### config.mk
export PLATFORM = sky130hd
export DESIGN_NAME = midi_channel_message_router_core
export DESIGN_NICKNAME = d
export VERILOG_FILES = /design/src/hdl/mcmr_pkg.sv /design/src/hdl/mcmr_csr.sv /design/src/hdl/mcmr_route.sv /design/src/hdl/midi_channel_message_router_core.sv
export SDC_FILE = /design/constraint.sdc
export NUM_CORES = 1
export LEC_CHECK = 0
export BUFFER_PORTS_ARGS = -buffer_cell sky130_fd_sc_hd__buf_2
export CORE_MARGIN = 10
export CORE_UTILIZATION = 55
export CTS_CLUSTER_SIZE = 30
export DETAILED_ROUTE_END_ITERATION = 8
export PLACE_DENSITY = 0.84
export SYNTH_ARGS = -nofsm -noshare
export SYNTH_HDL_FRONTEND = slang
export SYNTH_HIERARCHICAL = 1
export SYNTH_SLANG_ARGS = --single-unit
export TNS_END_PERCENT = 30
### constraint.sdc
create_clock -name clock -period 12.4 [get_ports clock]
set_clock_uncertainty 0.15 [all_clocks]
set_input_delay 2.48 -clock clock [delete_from_list [all_inputs] [get_ports clock]]
set_output_delay 2.48 -clock clock [all_outputs]
set_load 0.005 [all_outputs]
### src/hdl/mcmr_pkg.sv
// ---------------------------------------------------------------------------
// mcmr_pkg: shared types and constants of the MIDI channel message router
// Item layouts, configuration set, register indexes and MIDI status codes.
// ---------------------------------------------------------------------------
package mcmr_pkg;

   // register indexes of the configuration port
   typedef enum logic [2:0] {
      REG_ENGINE_PRESENT   = 3'd0,
      REG_TARGET_MAP       = 3'd1,
      REG_REMAP_TABLE      = 3'd2,
      REG_LAYER_MASK       = 3'd3,
      REG_CC_ALLOW_A_LOW   = 3'd4,
      REG_CC_ALLOW_A_HIGH  = 3'd5,
      REG_CC_ALLOW_B_LOW   = 3'd6,
      REG_CC_ALLOW_B_HIGH  = 3'd7
   } reg_index_type;

   localparam int CSR_DATA_W = 64;

   // engine codes on the result channel
   localparam logic ENG_A = 1'b0;
   localparam logic ENG_B = 1'b1;

   // per-channel target codes
   localparam logic [1:0] TGT_A = 2'd1;
   localparam logic [1:0] TGT_B = 2'd2;

   // status high nibbles
   localparam logic [3:0] TYPE_SYSTEM   = 4'hF;
   localparam logic [3:0] TYPE_CTRL_CHG = 4'hB;
   localparam logic [3:0] TYPE_NOTE_ON  = 4'h9;
   localparam logic [3:0] TYPE_NOTE_OFF = 4'h8;

   // reset values
   localparam logic [63:0] REMAP_RESET = 64'hFEDC_BA98_7654_3210;
   localparam logic [63:0] ALLOW_RESET = '1;

   typedef struct packed {
      logic [1:0]  engine_present;
      logic [31:0] target_map;
      logic [63:0] remap_table;
      logic [15:0] layer_mask;
      logic [63:0] allow_a_low;
      logic [63:0] allow_a_high;
      logic [63:0] allow_b_low;
      logic [63:0] allow_b_high;
   } cfg_type;

   typedef struct packed {
      logic [7:0] data2;
      logic [7:0] data1;
      logic [7:0] status;
   } msg_type;

   // routing decision for one message: up to two results
   typedef struct packed {
      logic [1:0] count;
      logic       engine0;
      logic       engine1;
      logic [7:0] out_status;
   } route_type;

   typedef struct packed {
      logic       engine;
      logic       last;
      logic [7:0] out_data2;
      logic [7:0] out_data1;
      logic [7:0] out_status;
   } result_type;

endpackage

### src/hdl/mcmr_csr.sv
// ---------------------------------------------------------------------------
// mcmr_csr: configuration registers
// Eight write-only registers, loaded from the plain write port.
// ---------------------------------------------------------------------------
module mcmr_csr
   import mcmr_pkg::*;
(
   input  logic                  clock,
   input  logic                  reset,
   input  logic                  csr_we,
   input  logic [2:0]            csr_index,
   input  logic [CSR_DATA_W-1:0] csr_wdata,
   output cfg_type               cfg
);

   cfg_type cfg_ff;
   cfg_type cfg_in;

   // register write decode
   always_comb begin
      cfg_in = cfg_ff;
      if (csr_we) begin
         unique case (reg_index_type'(csr_index))
            REG_ENGINE_PRESENT:  cfg_in.engine_present = csr_wdata[1:0];
            REG_TARGET_MAP:      cfg_in.target_map     = csr_wdata[31:0];
            REG_REMAP_TABLE:     cfg_in.remap_table    = csr_wdata;
            REG_LAYER_MASK:      cfg_in.layer_mask     = csr_wdata[15:0];
            REG_CC_ALLOW_A_LOW:  cfg_in.allow_a_low    = csr_wdata;
            REG_CC_ALLOW_A_HIGH: cfg_in.allow_a_high   = csr_wdata;
            REG_CC_ALLOW_B_LOW:  cfg_in.allow_b_low    = csr_wdata;
            REG_CC_ALLOW_B_HIGH: cfg_in.allow_b_high   = csr_wdata;
            default:             cfg_in = cfg_ff;
         endcase
      end
   end

   always_ff @(posedge clock) begin
      if (reset) begin
         cfg_ff.engine_present <= '0;
         cfg_ff.target_map     <= '0;
         cfg_ff.remap_table    <= REMAP_RESET;
         cfg_ff.layer_mask     <= '0;
         cfg_ff.allow_a_low    <= ALLOW_RESET;
         cfg_ff.allow_a_high   <= ALLOW_RESET;
         cfg_ff.allow_b_low    <= ALLOW_RESET;
         cfg_ff.allow_b_high   <= ALLOW_RESET;
      end else begin
         cfg_ff <= cfg_in;
      end
   end

   assign cfg = cfg_ff;

endmodule

### src/hdl/mcmr_route.sv
// ---------------------------------------------------------------------------
// mcmr_route: routing decision for one message
// Works out how many results a message makes, their engines in order and
// the output status byte, remapped except for system messages.
// ---------------------------------------------------------------------------
module mcmr_route
   import mcmr_pkg::*;
(
   input  msg_type   msg,
   input  cfg_type   cfg,
   output route_type route
);

   logic [3:0]  msg_kind;
   logic [3:0]  chan;
   logic [1:0]  tgt_code;
   logic        layered;
   logic        pres_a;
   logic        pres_b;
   logic        has_tgt;
   logic        tgt_eng;
   logic [6:0]  cc_num;
   logic [63:0] mask_a;
   logic [63:0] mask_b;
   logic        allow_a;
   logic        allow_b;
   logic        allow_tgt;
   logic        send_tgt;
   logic        send_a;
   logic        send_b;
   logic [7:0]  rmp_status;

   assign msg_kind = msg.status[7:4];
   assign chan     = msg.status[3:0];
   assign tgt_code = cfg.target_map[{chan, 1'b0} +: 2];
   assign layered  = cfg.layer_mask[chan];
   assign pres_a   = cfg.engine_present[0];
   assign pres_b   = cfg.engine_present[1];

   // target engine, only when it exists
   assign has_tgt = ((tgt_code == TGT_A) && pres_a) || ((tgt_code == TGT_B) && pres_b);
   assign tgt_eng = (tgt_code == TGT_B) ? ENG_B : ENG_A;

   // controller allow lookup, low seven bits of data1
   assign cc_num    = msg.data1[6:0];
   assign mask_a    = cc_num[6] ? cfg.allow_a_high : cfg.allow_a_low;
   assign mask_b    = cc_num[6] ? cfg.allow_b_high : cfg.allow_b_low;
   assign allow_a   = mask_a[cc_num[5:0]];
   assign allow_b   = mask_b[cc_num[5:0]];
   assign allow_tgt = (tgt_eng == ENG_B) ? allow_b : allow_a;

   // send slots: target first, then A, then B
   always_comb begin
      send_tgt   = 1'b0;
      send_a     = 1'b0;
      send_b     = 1'b0;
      rmp_status = {msg_kind, cfg.remap_table[{chan, 2'b00} +: 4]};
      priority if (msg_kind == TYPE_SYSTEM) begin
         send_a     = pres_a;
         send_b     = pres_b;
         rmp_status = msg.status;
      end else if (msg_kind == TYPE_CTRL_CHG) begin
         send_tgt = has_tgt && allow_tgt;
         send_a   = layered && !(has_tgt && (tgt_eng == ENG_A)) && pres_a && allow_a;
         send_b   = layered && !(has_tgt && (tgt_eng == ENG_B)) && pres_b && allow_b;
      end else if (layered && ((msg_kind == TYPE_NOTE_ON) || (msg_kind == TYPE_NOTE_OFF)))
      begin
         send_a = pres_a;
         send_b = pres_b;
      end else begin
         send_tgt = has_tgt;
      end
   end

   // compact the slots into at most two results
   assign route.out_status = rmp_status;
   assign route.count   = 2'({1'b0, send_tgt}) + 2'({1'b0, send_a}) + 2'({1'b0, send_b});
   assign route.engine0 = send_tgt ? tgt_eng : (send_a ? ENG_A : ENG_B);
   assign route.engine1 = (send_tgt && send_a) ? ENG_A : ENG_B;

endmodule

### src/hdl/midi_channel_message_router_core.sv
// ---------------------------------------------------------------------------
// midi_channel_message_router_core: MIDI short message router, two engines
// Input register, routing decision and one result register feeding the
// output stream; a message that needs two results holds the input stage
// until its second result is loaded.
// ---------------------------------------------------------------------------
//
//   channel  dir  tdata (low bit up)               tuser   tlast
//   req_     in   status, data1, data2 (24 bits)   -       -
//   rsp_     out  out_status, out_data1, out_data2 engine  last
//   csr_     in   write enable, index 0..7, 64-bit data
//
// The single result register on rsp_ takes one result at a time, so the
// two results of a message leave one after the other. Messages with no
// result leave the input stage without using it. An accepted message
// passes the input stage and the result register before rsp_tvalid
// rises. Reset is synchronous and empties both stages. A stall on rsp_
// holds the result register and, through req_tready, the input stage.
//
module midi_channel_message_router_core
   import mcmr_pkg::*;
(
   input  logic                  clock,
   input  logic                  reset,
   // message input
   input  logic                  req_tvalid,
   output logic                  req_tready,
   input  logic [23:0]           req_tdata,   // status, data1, data2
   // routed results
   output logic                  rsp_tvalid,
   input  logic                  rsp_tready,
   output logic [23:0]           rsp_tdata,   // out_status, out_data1, out_data2
   output logic                  rsp_tuser,   // engine
   output logic                  rsp_tlast,
   // configuration
   input  logic                  csr_we,
   input  logic [2:0]            csr_index,
   input  logic [CSR_DATA_W-1:0] csr_wdata
);

   cfg_type    cfg;
   route_type  route;

   logic       s1_valid_ff;
   logic       s1_valid_in;
   logic       s1_phase_ff;
   logic       s1_phase_in;
   msg_type    s1_msg_ff;
   msg_type    s1_msg_in;
   logic       rsp_valid_ff;
   logic       rsp_valid_in;
   result_type rsp_item_ff;
   result_type rsp_item_in;

   logic       out_free;
   logic       final_res;
   logic       s1_done;
   logic       load;
   logic       req_take;

   mcmr_csr u_csr (
      .clock     (clock),
      .reset     (reset),
      .csr_we    (csr_we),
      .csr_index (csr_index),
      .csr_wdata (csr_wdata),
      .cfg       (cfg)
   );

   mcmr_route u_route (
      .msg   (s1_msg_ff),
      .cfg   (cfg),
      .route (route)
   );

   // handshake control
   assign out_free   = !rsp_valid_ff || rsp_tready;
   assign final_res  = s1_phase_ff || (route.count == 2'd1);
   assign load       = s1_valid_ff && (route.count != 2'd0) && out_free;
   assign s1_done    = s1_valid_ff && ((route.count == 2'd0) || (out_free && final_res));
   assign req_tready = !s1_valid_ff || s1_done;
   assign req_take   = req_tvalid && req_tready;

   // input stage next values
   always_comb begin
      s1_valid_in = s1_valid_ff;
      s1_phase_in = s1_phase_ff;
      s1_msg_in   = s1_msg_ff;
      if (req_take) begin
         s1_valid_in = 1'b1;
         s1_phase_in = 1'b0;
         s1_msg_in   = msg_type'(req_tdata);
      end else if (s1_done) begin
         s1_valid_in = 1'b0;
         s1_phase_in = 1'b0;
      end else if (load) begin
         s1_phase_in = 1'b1;
      end
   end

   // result register next values
   always_comb begin
      rsp_valid_in = rsp_valid_ff && !rsp_tready;
      rsp_item_in  = rsp_item_ff;
      if (load) begin
         rsp_valid_in            = 1'b1;
         rsp_item_in.engine      = s1_phase_ff ? route.engine1 : route.engine0;
         rsp_item_in.last        = final_res;
         rsp_item_in.out_status  = route.out_status;
         rsp_item_in.out_data1   = s1_msg_ff.data1;
         rsp_item_in.out_data2   = s1_msg_ff.data2;
      end
   end

   always_ff @(posedge clock) begin
      if (reset) begin
         s1_valid_ff  <= 1'b0;
         s1_phase_ff  <= 1'b0;
         rsp_valid_ff <= 1'b0;
      end else begin
         s1_valid_ff  <= s1_valid_in;
         s1_phase_ff  <= s1_phase_in;
         rsp_valid_ff <= rsp_valid_in;
      end
   end

   always_ff @(posedge clock) begin
      s1_msg_ff   <= s1_msg_in;
      rsp_item_ff <= rsp_item_in;
   end

   assign rsp_tvalid = rsp_valid_ff;
   assign rsp_tdata  = {rsp_item_ff.out_data2, rsp_item_ff.out_data1, rsp_item_ff.out_status};
   assign rsp_tuser  = rsp_item_ff.engine;
   assign rsp_tlast  = rsp_item_ff.last;

   // second-result phase only exists with a message in the input stage
   a_phase_needs_item: assert property (@(posedge clock) disable iff (reset)
      s1_phase_ff |-> s1_valid_ff)
      else $error("second-result phase without a held message");

   // a non-final result leaves the input stage waiting for the second one
   a_first_then_second: assert property (@(posedge clock) disable iff (reset)
      (load && !final_res) |=> (s1_valid_ff && s1_phase_ff))
      else $error("first of two results sent but second not pending");

   // the two results of one message go to different engines
   a_distinct_engines: assert property (@(posedge clock) disable iff (reset)
      (s1_valid_ff && (route.count == 2'd2)) |-> (route.engine0 != route.engine1))
      else $error("both results routed to the same engine");

   // an accepted message lands in the input stage
   a_take_fills: assert property (@(posedge clock) disable iff (reset)
      req_take |=> (s1_valid_ff && !s1_phase_ff))
      else $error("accepted message not held in input stage");

endmodule
# After elaboration in Yosys (flattened, before gate mapping)
# Index checks and enable logic that the tools add are counted.
# op_classes
mux,27
div,0
n_mul,0
order_cmp,2
reduce_logical,43
bitwise_logic,1
eq_ne,14
shift,2
addsub,2
# op_table
op,n
2-to-1 mux 64 bit,2
variable part select 64 x 7 -> 4 bit,1
variable part select 32 x 6 -> 2 bit,1
2-to-1 mux 1 bit,21
logical AND 1 bit,19
"equality test 4 bit, second input constant",4
AND reduction 2 bit,8
binary-select mux 1 bit (select 6 bit),2
"equality test 3 bit, second input constant",4
"less-than comparator 6 x 7 -> 1 bit, second input constant",1
"equality test 3 x 2 -> 1 bit, second input constant",2
logical OR 1 bit,6
logical NOT 1 bit,5
"less-than comparator 4 x 5 -> 1 bit, second input constant",1
binary-select mux 1 bit (select 4 bit),1
"equality test 2 x 1 -> 1 bit, second input constant",2
2-to-1 mux 4 bit,1
nonzero test 2 bit,2
"equality test 3 x 1 -> 1 bit, second input constant",1
logical NOT 3 bit,1
OR reduction 3 bit,1
adder 1 x 1 -> 2 bit,1
adder 2 x 1 -> 2 bit,1
"equality test 2 bit, second input constant",1
2 further kinds,2
# totals
out_inout_bits,28
ram_bits,0
mem_count,0
romBits,0
register_bits,423
latch_bits,0
input_bits,96
elab_cells,110

# Depth between registers and ports, before layout
# Gate-level depths: netlist (run 1).
# logic_depth
word_depth,21
ltp_mapped,15

# Hierarchy
# The synthesis (run 1) kept the hierarchy.
# by_module_without_submodules
mod,cells_per_inst,seq_area_each_um2,n_inst,area_per_inst_um2
mcmr_csr,1326,7407.1,1,14081.0
mcmr_route,277,0.0,1,3249.4
midi_channel_message_router_core,73,1561.5,1,1696.6

# Worst setup path after synthesis (run 1)
# Ideal clock, no wire load.
# synth_timing
path_type,reg2out
from,register s1_msg_ff[1] (netlist name)
to,output port req_tready
path_buffers,2
slack_ns,6.613
arrival_time_ns,3.157
path_stages_with_launch,11
cell_sequence,edfxtp_1 -> clkbuf_1 -> buf_1 -> mux4_2 -> mux4_2 -> nand3b_1 -> a41o_1 -> and2_1 -> fa_1 -> and2_2 -> o21ai_0
# synth_lines
element,line_no,rtl
from (decl),midi_channel_message_router_core.sv:48,msg_type s1_msg_ff;
from (signal assigned),midi_channel_message_router_core.sv:128,s1_msg_ff <= s1_msg_in;
to (decl),midi_channel_message_router_core.sv:27,"output logic req_tready,"

==> results.sh, run 1 <==
export IMPL_status="finished clean"
export IMPL_rr_worst_depth=12
export IMPL_critPathArrivalTime_ns=5.26
export IMPL_fp_dieH_microns=206
export IMPL_p_total_w=0.00294
export IMPL_place_gp_congestion=0.868
export IMPL_cts_root_buf="clkbuf_16"
export IMPL_p_leak_nw=8.79
export IMPL_placed_cell_area_sq_um=19400
export IMPL_synth_mux_area_share_pct=31.6
export IMPL_stdcell_count=2212
export IMPL_ir_drop_mv=0.107
export IMPL_max_freq_ghz=0.127
export IMPL_drc=0
export IMPL_final_hold_violation_count=0
export IMPL_hold_slack_ns=0.270
export IMPL_wirelength_microns=47900
export IMPL_drtAntennaViolNets=0
export IMPL_htreeDepth=2
export IMPL_gr_total_overflow=0
export IMPL_start_util_pct=55.4
export IMPL_dieArea_sq_um=42400
export IMPL_fin_setup_tns_ns=0
export IMPL_numCtsBuffers=41
export IMPL_drive_gt1_share_pct=18.1
export IMPL_drt_initial_drc_count=1370
export IMPL_regToRegSetupSlack_ns=6.91
export IMPL_n_antenna_cell=0
export IMPL_numPortBuffers=123
export IMPL_rows=68
export IMPL_die_width_microns=206
export IMPL_holdPathStages=0
export IMPL_clk_latency_ns=0.55
export IMPL_ys_flop_type="dfxtp_1"
export IMPL_synth_top_family_by_area="multiplexers"
export IMPL_grt_max_degree=168
export IMPL_dpl_hpwl_microns=31800
export IMPL_final_cell_mix="mux2i_1 (388), dfxtp_1 (373), nor2_1 (361)"
export IMPL_clockBufferDepth=3
export IMPL_holdCritPathClass="reg2reg"
export IMPL_synth_compound_area_share_pct=2.27
export IMPL_cap_viol_max_count=0
export IMPL_fin_crit_ns=7.89
export IMPL_hold_start="s1_msg_ff[15]"
export IMPL_via_per_inst=5.98
export IMPL_grt_pass1_wl_microns=74100
export IMPL_antenna_found_initial=1
export IMPL_wl_per_cell_microns=21.7
export IMPL_pin_count=124
export IMPL_fin_area_sq_um=20800
export IMPL_dp_cells=2139
export IMPL_path_max_fanout=33
export IMPL_path_class="reg2out"
export IMPL_cts_tree="yes"
export IMPL_rsz0062_at_grt="no"
export IMPL_synth_avg_cell_area_sq_um=11.4
export IMPL_crit_start="s1_msg_ff[14]"
export IMPL_drv_slew=0
export IMPL_synth_simple_area_share_pct=13.8
export IMPL_syn_cell_area_sq_um=19000
export IMPL_nets=1824
export IMPL_synth_cell_types=58
export IMPL_synthArstFlopShare_pct=0
export IMPL_cts_setup_buffers=0
export IMPL_ys_seq_area_share_pct=47.1
export IMPL_area_delta_synth_final_pct=9.42
export IMPL_slew_headroom_pct=22.6
export IMPL_r2r_end="s1_msg_ff[23]"
export IMPL_synth_edff_count=50
export IMPL_critical_path_required_ns=9.77
export IMPL_synth_fa_ha_area_share_pct=0.105
export IMPL_cts_sinks=423
export IMPL_clk_pin_slew_worst_paths_ns=0.06
export IMPL_fillers=2561
export IMPL_synth_cells=1676
export IMPL_first_global_vias=13100
export IMPL_powerDensity_nw_per_um2=141
export IMPL_r2r_start="s1_msg_ff[14]"
export IMPL_via_count=13200
export IMPL_cp_end_kind="output pin"
export IMPL_cts_resized_gates=0
export IMPL_hold_end="rsp_tdata[15]"
export IMPL_first_pass_iters=5
export IMPL_synth_xor_area_share_pct=0
export IMPL_final_common_cell="mux2i_1"
export IMPL_setup_viol=0
export IMPL_globalRouteTotalUtil_pct=22.0
export IMPL_core_sq_um=34400
export IMPL_max_slew_worst_pin_slew_ns=1.15
export IMPL_period_share_pct=63.6
export IMPL_cts_hold_fix_buffers=0
export IMPL_worstSetupStartpointType="register"
export IMPL_synth_nets=1773
export IMPL_yosys_warnings=6
export IMPL_ys_seq_elements=423
==> worst max-delay path by stage <==
| stage | end | slack (ns) | cells past startpoint |
|---|---|---|---|
| 2_1_floorplan | req_tready | 6.61 | 10 |
| 3_3_place_gp | req_tready | 5.28 | 13 |
| 3_5_place_dp | req_tready | 5.07 | 13 |
| 4_1_cts | req_tready | 4.47 | 13 |
| 5_1_grt | req_tready | 4.16 | 13 |
| 6_report | req_tready | 4.51 | 13 |
==> flip-flops by register name, indices dropped and copies added, names as in the netlist <==
| register | cells |
|---|---|
| u_csr/cfg | 370 |
| rsp_tdata | 24 |
| s1_msg_ff | 24 |
| rsp_tlast | 1 |
| rsp_tuser | 1 |
| rsp_tvalid | 1 |
| s1_phase_ff | 1 |
| s1_valid_ff | 1 |
==> Yosys cell counts, types with 2 or more instances <==
cell,instances,area share (%)
buf_4,21,0.83
and4bb_1,2,0.13
nand4bb_1,2,0.12
o21ai_0,5,0.13
nand2_1,27,0.53
a21o_1,2,0.079
o211ai_1,4,0.16
mux4_2,92,11
edfxtp_1,50,7.9
nor2_1,362,7.1
buf_12,7,0.74
o2111ai_1,3,0.14
nand3_1,14,0.37
nand2b_1,130,4.3
buf_2,56,1.5
clkbuf_1,21,0.41
a22oi_1,5,0.20
o22ai_1,5,0.16
a31oi_1,8,0.26
dfxtp_1,373,39
nand3b_1,3,0.12
o31ai_1,2,0.079
buf_6,24,1.4
a21oi_1,6,0.16
inv_1,6,0.12
a211oi_1,2,0.079
nor2b_1,9,0.30
o311ai_0,2,0.092
a41o_1,2,0.11
nor3b_1,2,0.079
mux2i_1,388,20
mux2_2,5,0.30
nand4_1,3,0.099
o21a_1,2,0.079
buf_1,5,0.099
o21ai_1,2,0.053
nand4b_1,3,0.14
==> critical path, stage by stage (launching register included) <==
cell,delay [ns]
edfxtp_1,0.33
buf_4,0.48
buf_4,0.58
mux4_2,0.32
nor3b_1,0.05
a2111oi_0,0.89
a21oi_1,0.08
o22ai_1,0.51
o21ai_0,0.21
a31oi_1,0.25
fa_1,0.49
and2_2,0.19
o21ai_0,0.16
buf_2,0.15
==> metal layers <==
metal | global-route usage [%] | vias to the layer above | wire length (microns)
met5 | 0 | - | 17
met4 | 8.52 | 2 | 1690
met3 | 3.45 | 121 | 3590
met2 | 35.1 | 556 | 22200
met1 | 29.6 | 6587 | 20400
li1 | - | 5961 | -
==> cell type report <==
type,instances,area [sq um],area share [%]
inverters,6,22.5,0.108
flip-flops and latches,423,8970,43.1
well taps,455,569,2.73
multi-input cells,1113,9100,43.7
repair buffers,142,768,3.69
clock buffers,57,1220,5.87
clock inverters,16,170,0.817
==> cells by family after synthesis <==
logic type,after synthesis
simple gates,568
mux,485
flops,423
buf+inv,140
compound gates,59
fa+ha+maj,1
==> report_power, final <==
part           switching, W  internal (W)  total [W]
Sequential        0.0000207       0.00142    0.00144
Combinational      0.000129     0.0000852   0.000214
Clock              0.000532      0.000753    0.00129
Total              0.000682       0.00225    0.00294
==> per-stage QoR <==
stage,utilization (%),setup WS [ns]
6_report,60.6,4.51
5_1_grt,60.6,4.16
4_1_cts,60.6,4.47
3_5_place_dp,56.5,5.07
3_3_place_gp,56.5,5.28
2_1_floorplan,-,6.61
Power figures use the tool's default switching activity.
==> inputs of run 2 (changes only) <==
clock period = 8.1 ns   (was 12.4 ns; I/O delays follow)
==> run 2 against run 1 <==
Net effect: hold slack lost 0.0021 ns; combinational power up 50%; critical path depth stayed put; first-iteration DRC count up 8.8%; cell count grew 0.18%; sequential cell count did not move; register-to-register slack lost 4.2 ns; global-route usage grew 0.21 points; via count is 0.58% lower; clock power rose by 49%; final area is essentially flat; critical path type unchanged.
==> results.sh, run 2 (synthesis gave the netlist of run 1 again) <==
export IMPL_drc=0
export IMPL_powerDensity_nw_per_um2=214
export IMPL_cts_setup_buffers=0
export IMPL_cp_end_kind="output pin"
export IMPL_max_slew_worst_pin_slew_ns=1.12
export IMPL_cts_tree="yes"
export IMPL_p_total_w=0.00445
export IMPL_final_hold_violation_count=0
export IMPL_path_max_fanout=22
export IMPL_p_int_w=0.00341
export IMPL_htreeDepth=2
export IMPL_fin_area_sq_um=20800
export IMPL_antenna_found_initial=1
export IMPL_dieArea_sq_um=42400
export IMPL_setup_viol=0
export IMPL_cts_resized_gates=0
export IMPL_p_sw_share_pct=23.5
export IMPL_critPathArrivalTime_ns=5.12
export IMPL_dpl_hpwl_microns=32100
export IMPL_fin_crit_ns=6.89
export IMPL_slew_headroom_pct=24.6
export IMPL_cts_sinks=423
export IMPL_pin_count=124
export IMPL_rr_worst_depth=12
export IMPL_n_antenna_cell=0
export IMPL_gr_total_overflow=0
export IMPL_via_per_inst=5.93
export IMPL_globalRouteTotalUtil_pct=22.2
export IMPL_cts_hold_fix_buffers=0
export IMPL_hold_slack_ns=0.268
export IMPL_drive_gt1_share_pct=18.0
export IMPL_path_class="reg2out"
export IMPL_crit_buf_inv=3
export IMPL_rsz0062_at_grt="no"
export IMPL_period_share_pct=85.0
export IMPL_status="finished clean"
export IMPL_fin_setup_tns_ns=0
export IMPL_placed_cell_area_sq_um=19500
export IMPL_power_frac_comb_pct=7.2
export IMPL_ir_drop_mv=0.177
export IMPL_dp_cells=2140
export IMPL_via_count=13200
export IMPL_clockBufferDepth=3
export IMPL_clk_pin_slew_worst_paths_ns=0.06
export IMPL_cpLargestDelayFamily="compound AO/OA/AOI/OAI gates"
export IMPL_final_cell_mix="mux2i_1 (388), dfxtp_1 (373), nor2_1 (361)"
export IMPL_clk_latency_ns=0.55
export IMPL_die_width_microns=206
export IMPL_p_seq_share_pct=49.6
export IMPL_wl_per_cell_microns=21.6
export IMPL_slowest_stage="edfxtp_1"
export IMPL_first_pass_iters=5
export IMPL_numCtsBuffers=42
export IMPL_place_gp_congestion=0.857
export IMPL_numPortBuffers=123
export IMPL_drv_slew=0
export IMPL_first_global_vias=13500
export IMPL_final_common_cell="mux2i_1"
export IMPL_largest_register_ffs=370
export IMPL_grt_pass1_wl_microns=75100
export IMPL_p_leak_nw=8.79
export IMPL_holdPathStages=0
export IMPL_p_clk_share_pct=43.2
export IMPL_max_freq_ghz=0.145
export IMPL_fp_dieH_microns=206
export IMPL_grt_max_degree=163
export IMPL_stdcell_count=2216
export IMPL_core_sq_um=34400
export IMPL_area_delta_synth_final_pct=9.40
export IMPL_start_util_pct=55.4
export IMPL_cap_viol_max_count=0
export IMPL_fillers=2623
export IMPL_worst_path_stages=13
export IMPL_wirelength_microns=47900
export IMPL_cts_root_buf="clkbuf_16"
export IMPL_cpMostUsedCell="buf_4"
export IMPL_cpPeakStageDelay_ns=1.01
export IMPL_nets=1826
export IMPL_critical_path_required_ns=6.33
export IMPL_crit_chain="buf_4 -> buf_4 -> mux4_2 -> a22oi_1 -> a31oi_1 -> o21bai_1 -> nand4_1 -> a41o_1 -> and2_1 -> fa_1 -> and2_2 -> o21ai_0 -> buf_2"
export IMPL_rows=68
export IMPL_drt_initial_drc_count=1491
export IMPL_holdCritPathClass="reg2reg"
export IMPL_drtAntennaViolNets=0
export IMPL_worstSetupStartpointType="register"
export IMPL_p_switching_w=0.00105
[run 2: changes by cell type in the layout (fill, tap and decap cells not counted), sizes merged]
cell      before  now
clkbuf        57   61
clkinvlp       3    0
inv            7    9
buf          142  143
bufinv         3    2
clkinv         9   10
[run 2: path summary, 6_finish.rpt]
path	start	to	slack (ns)
worst max-delay path	s1_msg_ff[9]	req_tready	1.21
worst min-delay path	s1_msg_ff[15]	rsp_tdata[15]	0.27
worst max register to register	s1_msg_ff[9]	s1_msg_ff[23]	2.71
worst min register to register	s1_msg_ff[15]	rsp_tdata[15]	0.27
[run 2: area by class of cell]
type / instances / area, sq um / share of cell area (%)
clock buffer: 61 / 1210 / 5.82
clock inverter: 15 / 143 / 0.685
inverter: 6 / 22.5 / 0.108
multi-input combinational: 1113 / 9100 / 43.7
sequential: 423 / 8970 / 43.1
tap: 455 / 569 / 2.73
timing repair buffer: 143 / 801 / 3.85
[run 2: per-stage QoR]
step	utilization (%)	setup WS [ns]
after floorplan	-	3.17
after global placement	56.6	1.90
after detailed placement	56.6	1.85
after CTS	60.6	1.25
after global routing	60.6	0.945
final	60.6	1.21
[run 2: per-layer routing]
layer / share of wire, % / wire length [microns] / GRT usage [%]
met4: 3.9 / 1870 / 9.46
met1: 42 / 20100 / 29.3
met3: 7.9 / 3770 / 3.81
met5: 0.015 / 7 / 0
met2: 46 / 22200 / 35.4
[run 2: power groups by stage]
stage                     logic (W)  clock network [W]  registers [W]
after floorplan            0.000240                  0        0.00223
after global placement     0.000305                  0        0.00225
after detailed placement   0.000313                  0        0.00225
after CTS                  0.000316            0.00193        0.00221
after global routing       0.000340            0.00202        0.00221
final                      0.000321            0.00192        0.00221
[run 2: worst reg2reg max path, cell delays in order, from the launching register on]
cell      delay [ns]
edfxtp_1        1.01
buf_4           0.50
buf_4           0.32
mux4_2          0.33
a22oi_1         0.30
a31oi_1         0.13
o21bai_1        0.19
nand4_1         0.26
a41o_1          0.33
and2_1          0.18
fa_1            0.53
nand3_1         0.17
and3_2          0.62
